===== config.mk =====
export PLATFORM = sky130hd
export DESIGN_NAME = palette_indexed_nibble_packer_core
export DESIGN_NICKNAME = d
export VERILOG_FILES = /design/src/sv/pinp_pkg.sv /design/src/sv/pinp_palette.sv /design/src/sv/pinp_packer.sv /design/src/sv/palette_indexed_nibble_packer_core.sv
export SDC_FILE = /design/constraint.sdc
export NUM_CORES = 1
export LEC_CHECK = 0
export BUFFER_PORTS_ARGS = -buffer_cell sky130_fd_sc_hd__buf_2
export CAP_MARGIN = 40
export CORE_MARGIN = 2
export CORE_UTILIZATION = 65
export CTS_CLUSTER_DIAMETER = 200
export DETAILED_ROUTE_END_ITERATION = 6
export GPL_TIMING_DRIVEN = 0
export PLACE_DENSITY = 0.79
export REMOVE_ABC_BUFFERS = 1
export SETUP_SLACK_MARGIN = 0.3
export SYNTH_ARGS = -nofsm -noshare
export SYNTH_HDL_FRONTEND = slang
export SYNTH_SLANG_ARGS = --single-unit

===== constraint.sdc =====
create_clock -name clk -period 9.2 [get_ports clk]
set_input_delay 1.84 -clock clk [delete_from_list [all_inputs] [get_ports clk]]
set_output_delay 1.84 -clock clk [all_outputs]
set_load 0.005 [all_outputs]

===== src/sv/pinp_pkg.sv =====
`timescale 1ns / 1ps
`default_nettype none
// ----------------------------------------------------------------------------
// pinp_pkg
// Shared types and constants for the palette-indexed nibble packer.
// ----------------------------------------------------------------------------
package pinp_pkg;

  localparam int PALETTE_SIZE_DEFAULT = 16;
  localparam int COLOR_W              = 24;
  localparam int INDEX_W              = 4;
  localparam int ENTRY_W              = 4;
  localparam int COUNT_W              = 5;
  localparam int BYTE_W               = 8;
  localparam int KIND_W               = 2;

  localparam logic [KIND_W-1:0] KIND_LEARN  = 2'd0;
  localparam logic [KIND_W-1:0] KIND_ENCODE = 2'd1;
  localparam logic [KIND_W-1:0] KIND_FLUSH  = 2'd2;
  localparam logic [KIND_W-1:0] KIND_READ   = 2'd3;

  typedef struct packed {
    logic [KIND_W-1:0]  kind;
    logic [COLOR_W-1:0] color;
    logic [ENTRY_W-1:0] entry;
  } in_t;

  typedef struct packed {
    logic [BYTE_W-1:0]  packed_byte;
    logic               byte_valid;
    logic [INDEX_W-1:0] index;
    logic               found;
    logic               new_entry;
    logic               overflow;
    logic [COUNT_W-1:0] color_count;
    logic [BYTE_W-1:0]  red;
    logic [BYTE_W-1:0]  green;
    logic [BYTE_W-1:0]  blue;
  } out_t;

  // Lookup status from the palette store to the result logic
  typedef struct packed {
    logic               hit;
    logic [INDEX_W-1:0] match_idx;
    logic               append_ok;
    logic [COUNT_W-1:0] used;
    logic               rd_ok;
    logic [COLOR_W-1:0] rd_color;
  } pal_info_t;

endpackage
`default_nettype wire


===== src/sv/pinp_palette.sv =====
`timescale 1ns / 1ps
`default_nettype none
// ----------------------------------------------------------------------------
// pinp_palette
// Palette store: parallel compare with lowest-index match, append on
// learn miss, and entry read-out.
// ----------------------------------------------------------------------------
module pinp_palette #(
  parameter int PALETTE_SIZE = pinp_pkg::PALETTE_SIZE_DEFAULT
) (
  input  wire logic                clk,
  input  wire logic                rst,
  input  wire logic                fire,
  input  wire pinp_pkg::in_t       item,
  output pinp_pkg::pal_info_t      info
);

  localparam int AW = (PALETTE_SIZE > 1) ? $clog2(PALETTE_SIZE) : 1;

  logic [pinp_pkg::COLOR_W-1:0] palette [PALETTE_SIZE];
  logic [pinp_pkg::COUNT_W-1:0] used_count;
  logic                         write_en;

  always_comb begin
    info           = '0;
    info.used      = used_count;
    info.append_ok = used_count < pinp_pkg::COUNT_W'(PALETTE_SIZE);
    for (int i = PALETTE_SIZE - 1; i >= 0; i--) begin
      if ((pinp_pkg::COUNT_W'(i) < used_count) && (palette[i] == item.color)) begin
        info.hit       = 1'b1;
        info.match_idx = pinp_pkg::INDEX_W'(i);
      end
    end
    info.rd_ok = {1'b0, item.entry} < used_count;
    if (info.rd_ok) begin
      info.rd_color = palette[item.entry[AW-1:0]];
    end
  end

  assign write_en = fire && (item.kind == pinp_pkg::KIND_LEARN) && !info.hit
                    && info.append_ok;

  always_ff @(posedge clk) begin
    if (write_en) begin
      palette[used_count[AW-1:0]] <= item.color;
    end
  end

  always_ff @(posedge clk) begin
    if (rst) begin
      used_count <= '0;
    end else if (write_en) begin
      used_count <= used_count + pinp_pkg::COUNT_W'(1);
    end
  end

endmodule
`default_nettype wire


===== src/sv/pinp_packer.sv =====
`timescale 1ns / 1ps
`default_nettype none
// ----------------------------------------------------------------------------
// pinp_packer
// Packs two 4-bit indices per byte, first in the low nibble; flush
// emits a pending odd nibble.
// ----------------------------------------------------------------------------
module pinp_packer (
  input  wire logic                          clk,
  input  wire logic                          rst,
  input  wire logic                          fire,
  input  wire logic [pinp_pkg::KIND_W-1:0]   kind,
  input  wire logic [pinp_pkg::INDEX_W-1:0]  idx,
  output logic      [pinp_pkg::BYTE_W-1:0]   packed_byte,
  output logic                               byte_valid
);

  logic                         nibble_pending;
  logic                         nibble_pending_next;
  logic [pinp_pkg::INDEX_W-1:0] low_nibble;
  logic [pinp_pkg::INDEX_W-1:0] low_nibble_next;

  always_comb begin
    packed_byte         = '0;
    byte_valid          = 1'b0;
    nibble_pending_next = nibble_pending;
    low_nibble_next     = low_nibble;
    case (kind)
      pinp_pkg::KIND_ENCODE: begin
        if (nibble_pending) begin
          packed_byte         = {idx, low_nibble};
          byte_valid          = 1'b1;
          nibble_pending_next = 1'b0;
          low_nibble_next     = '0;
        end else begin
          nibble_pending_next = 1'b1;
          low_nibble_next     = idx;
        end
      end
      pinp_pkg::KIND_FLUSH: begin
        if (nibble_pending) begin
          packed_byte         = {{(pinp_pkg::BYTE_W - pinp_pkg::INDEX_W){1'b0}}, low_nibble};
          byte_valid          = 1'b1;
          nibble_pending_next = 1'b0;
          low_nibble_next     = '0;
        end
      end
      default: begin
      end
    endcase
  end

  always_ff @(posedge clk) begin
    if (rst) begin
      nibble_pending <= 1'b0;
      low_nibble     <= '0;
    end else if (fire) begin
      nibble_pending <= nibble_pending_next;
      low_nibble     <= low_nibble_next;
    end
  end

endmodule
`default_nettype wire


===== src/sv/palette_indexed_nibble_packer_core.sv =====
`timescale 1ns / 1ps
`default_nettype none
// ----------------------------------------------------------------------------
// palette_indexed_nibble_packer_core
// Learns a palette of 24-bit colors and encodes pixels as packed 4-bit
// indices; also flushes odd nibbles and reads palette entries.
//
//   channel  | signals                          | payload
//   ---------+----------------------------------+------------------
//   item     | item_valid, item_stall, item     | pinp_pkg::in_t
//   result   | result_valid, result_stall, result | pinp_pkg::out_t
//
// One item per cycle while result_stall is low; an item passes the input
// register, then compare/pack logic into the result register.
// State (palette, count, pending nibble) is updated as the item moves into
// the result register, so the next item always sees it.
// Reset empties both registers, clears the count and the pending nibble.
// result_stall holds result and a full input register; comb. to item_stall.
// ----------------------------------------------------------------------------
module palette_indexed_nibble_packer_core #(
  parameter int PALETTE_SIZE = pinp_pkg::PALETTE_SIZE_DEFAULT
) (
  input  wire logic            clk,
  input  wire logic            rst,
  input  wire logic            item_valid,
  output logic                 item_stall,
  input  wire pinp_pkg::in_t   item,
  output logic                 result_valid,
  input  wire logic            result_stall,
  output pinp_pkg::out_t       result
);

  logic                s1_valid;
  pinp_pkg::in_t       s1_item;
  logic                s1_fire;
  logic                out_free;
  pinp_pkg::pal_info_t info;
  pinp_pkg::out_t      result_next;
  logic [pinp_pkg::INDEX_W-1:0] pack_idx;
  logic [pinp_pkg::BYTE_W-1:0]  packed_byte;
  logic                         byte_valid;

  assign out_free   = !result_valid || !result_stall;
  assign s1_fire    = s1_valid && out_free;
  assign item_stall = s1_valid && !out_free;

  always_ff @(posedge clk) begin
    if (rst) begin
      s1_valid <= 1'b0;
    end else if (!item_stall) begin
      s1_valid <= item_valid;
    end
  end

  always_ff @(posedge clk) begin
    if (item_valid && !item_stall) begin
      s1_item <= item;
    end
  end

  pinp_palette #(
    .PALETTE_SIZE (PALETTE_SIZE)
  ) u_palette (
    .clk  (clk),
    .rst  (rst),
    .fire (s1_fire),
    .item (s1_item),
    .info (info)
  );

  assign pack_idx = info.hit ? info.match_idx : '0;

  pinp_packer u_packer (
    .clk         (clk),
    .rst         (rst),
    .fire        (s1_fire),
    .kind        (s1_item.kind),
    .idx         (pack_idx),
    .packed_byte (packed_byte),
    .byte_valid  (byte_valid)
  );

  always_comb begin
    result_next             = '0;
    result_next.packed_byte = packed_byte;
    result_next.byte_valid  = byte_valid;
    result_next.color_count = info.used;
    unique case (s1_item.kind)
      pinp_pkg::KIND_LEARN: begin
        if (info.hit) begin
          result_next.index = info.match_idx;
          result_next.found = 1'b1;
        end else if (info.append_ok) begin
          result_next.index       = info.used[pinp_pkg::INDEX_W-1:0];
          result_next.new_entry   = 1'b1;
          result_next.color_count = info.used + pinp_pkg::COUNT_W'(1);
        end else begin
          result_next.overflow = 1'b1;
        end
      end
      pinp_pkg::KIND_ENCODE: begin
        result_next.index = pack_idx;
        result_next.found = info.hit;
      end
      pinp_pkg::KIND_FLUSH: begin
      end
      pinp_pkg::KIND_READ: begin
        result_next.index = s1_item.entry;
        result_next.found = info.rd_ok;
        result_next.red   = info.rd_color[7:0];
        result_next.green = info.rd_color[15:8];
        result_next.blue  = info.rd_color[23:16];
      end
      default: begin
      end
    endcase
  end

  always_ff @(posedge clk) begin
    if (rst) begin
      result_valid <= 1'b0;
    end else if (out_free) begin
      result_valid <= s1_valid;
    end
  end

  always_ff @(posedge clk) begin
    if (s1_fire) begin
      result <= result_next;
    end
  end

endmodule
`default_nettype wire


==> impl_metrics.toml <==
[timing]
finalSetupViolCount = 0
worst_pin_slew_ps = 986
slew_headroom_pct = 34.3
hold_viol = 0
finalWorstPathRequiredPeriod_ps = 5200
rsz0062_at_grt = "false"
drv_slew = 0
holdWs_ps = 447
fmax_ghz = 0.192
skew_ps = 23.4
fin_ws_ps = 4000
min_period_over_period_pct = 56.5

[logic_synthesis]
yosysWarnings = 0
ys_seq_elements = 471
synth-edff-count = 459
ys_async_sr_fraction_pct = 0
ys_top_cells_by_count = "edfxtp_1 (459), xor2_1 (215), xnor2_1 (178)"
synth_area_per_cell_um2 = 15.2
ys.flop_type = "edfxtp_1"
netlist_area_mm2 = 0.0242
synth-seq-area-share_pct = 58.0
synth.most_common_cell = "edfxtp_1"
syn_inst = 1589
synth_top_area_share_pct = 57.1
synth_area_leaders = "edfxtp_1 (57%), mux4_2 (11%), xor2_1 (7.8%)"
ys_types = 72
synth.largest_area_cell = "edfxtp_1"

[pwr]
vdd_ir_drop_max_mv = 0.182
power.share.clock_pct = 41.0
power.leakage_nw = 9.14
switching_power_mw = 1.13
internal_power_mw = 3.71
p_per_area_mw_per_mm2 = 174
pwr-share-seq_pct = 50.0
p_comb_share_pct = 9.0
swShare_pct = 23.4

[drt]
wl_met3_um = 8970
antenna_left = 0
wl_um = 74700
viasPerCell = 7.02
top_layer_used = "met5"
vias = 15500
wl_per_cell_um = 33.7
drc = 0
met1_length_um = 28300
drtIter0Drc = 2343
dr_wl_met2_um = 33800
first_pass_iters = 5

[die]
core_area_mm2 = 0.0366
die_w_um = 197
rows = 70
fp.dieArea_mm2 = 0.0387
start_util_pct = 66.0
ios = 81
die_h_um = 197

[clocking]
clockBufferDepth = 3
cts.sinks = 471
post_cts_resized = 0
clk_pin_slew_worst_paths_ps = 60
clk_latency_ps = 600
htreeDepth = 2
cts_tree = "built"
cts_root_buf = "clkbuf_16"
cts_buffers = 48
cts_hold_buf = 0
post_cts_buffers = 0

[worst_setup_path]
path_buf_inv = 3
path_max_fanout = 17
crit_cells = 11
startpoint_type = "flip-flop"
cp.arrival_ps = 5500
path_cells = "buf_16 -> xor2_1 -> nor4_1 -> nand4_1 -> nor4_1 -> buf_2 -> nor4b_2 -> nor4b_4 -> and3_4 -> and3_1 -> buf_16"
r2r_cells = 11
crit_type = "reg -> reg"
setup.worst_path.end_class = "flip-flop"
path_delay_family = "simple AND/OR/NAND/NOR gates"
cpPeakStageDelay_ps = 980
cp_data_required_time_ps = 9500
cpMaxStageDelayCell = "edfxtp_1"

[layout]
layout-drive-gt1-share_pct = 21.8
finalNonFillerCells = 2214
final_area_mm2 = 0.0278
final_nets = 1754
synthToLayoutAreaGrowth_pct = 15.2

[place]
post_dp_cell_area_mm2 = 0.0262
dp_slack_ps = 4220
dp_cells = 2123
gp_congestion = 0.979
io_buffer_count = 80
dp_hpwl_um = 57600

[global_routing]
grt-ovfl-total = 0
grt_max_degree = 27
grt_pass1_vias = 14900
gr-usage-all-layers_pct = 39.4
grt_pass1_wl_um = 106000
antenna_found_initial = 4

[hold_path]
min_path_cells = 2
hold_path.class = "reg -> reg"

[run_status]
status = "completed"

[run]
cap_violations = 0
cells in the final DEF (no fill, tap or decap), types with 8 or more instances in the layout:
cell	n
a21oi_1	13
and2_1	12
and3_1	18
buf_16	47
buf_2	81
buf_8	28
clkbuf_16	49
clkinv_1	10
clkinv_2	11
dfxtp_1	12
edfxtp_1	459
ha_1	14
inv_1	10
mux4_2	120
nand2_1	39
nand3_1	25
nand4_1	67
nand4b_1	8
nor2_1	52
nor2b_1	31
nor3_1	14
nor4_1	80
o21ai_0	8
or3_1	10
or4_1	13
xnor2_1	178
xor2_1	215
worst register-to-register path, delay by kind of cell, from the launching register on:
kind	cells	cell delay (ps)
simple gates	7	2890
flops	1	980
buf+inv	3	660
xor+xnor	1	380
path summary, 6_finish.rpt:
check	startpoint	end	slack (ps)
setup / recovery	s1_item[12]	u_palette.palette[9][12]	4000
hold / removal	u_packer.low_nibble[3]	u_packer.low_nibble[3]	450
setup reg to reg	s1_item[12]	u_palette.palette[9][12]	4000
hold reg to reg	u_packer.low_nibble[3]	u_packer.low_nibble[3]	450
final cells by class:
type                    count  area (µm²)
flip-flops and latches    471       14000
multi-input cells        1017        9460
fillers                  2163        8770
repair buffers            158        2150
clock buffers              55        1250
well taps                 468         586
clock inverters            34         330
inverters                  10        37.5
diodes                      1        2.50
power by group through the flow:
stage	Sequential (mW)	Clock [mW]	Combinational (mW)
after floorplan	2.49	0	0.185
after global placement	2.54	0	0.292
after detailed placement	2.47	0	0.424
after CTS	2.42	2.00	0.427
after global routing	2.42	2.07	0.455
final	2.42	1.99	0.438
routing by layer:
layer | global-route usage (%) | vias up
met2 | 59.6 | 1045
met5 | 0 | -
li1 | - | 6428
met4 | 16.2 | 6
met3 | 10.6 | 189
met1 | 54.8 | 7865
sequential cells by signal (all words and copies together), names as in the netlist:
signal / cells
result_valid: 1
u_packer.low_nibble: 4
s1_valid: 1
result: 45
u_palette.used_count: 5
u_packer.nibble_pending: 1
u_palette.palette: 384
s1_item: 30
through the flow:
| stage | util [%] | total power [mW] | TNS (ps) |
|---|---|---|---|
| 2_1_floorplan | - | 2.68 | 0 |
| 3_3_place_gp | 66.9 | 2.84 | -121 |
| 3_5_place_dp | 71.6 | 2.89 | 0 |
| 4_1_cts | 76.0 | 4.85 | 0 |
| 5_1_grt | 76.0 | 4.95 | 0 |
| 6_report | 76.0 | 4.85 | 0 |
kinds of logic after synthesis:
kind of cell	synth area share (%)
DFF	58.0
muxes	11.4
AOI/OAI and AO/OA	2.01
xor gates and xnor gates	14.2
adders and majority gates	0.725
and+or+nand+nor	10.7
buffers and inverters	2.88
(Power assumes the default switching activity.)
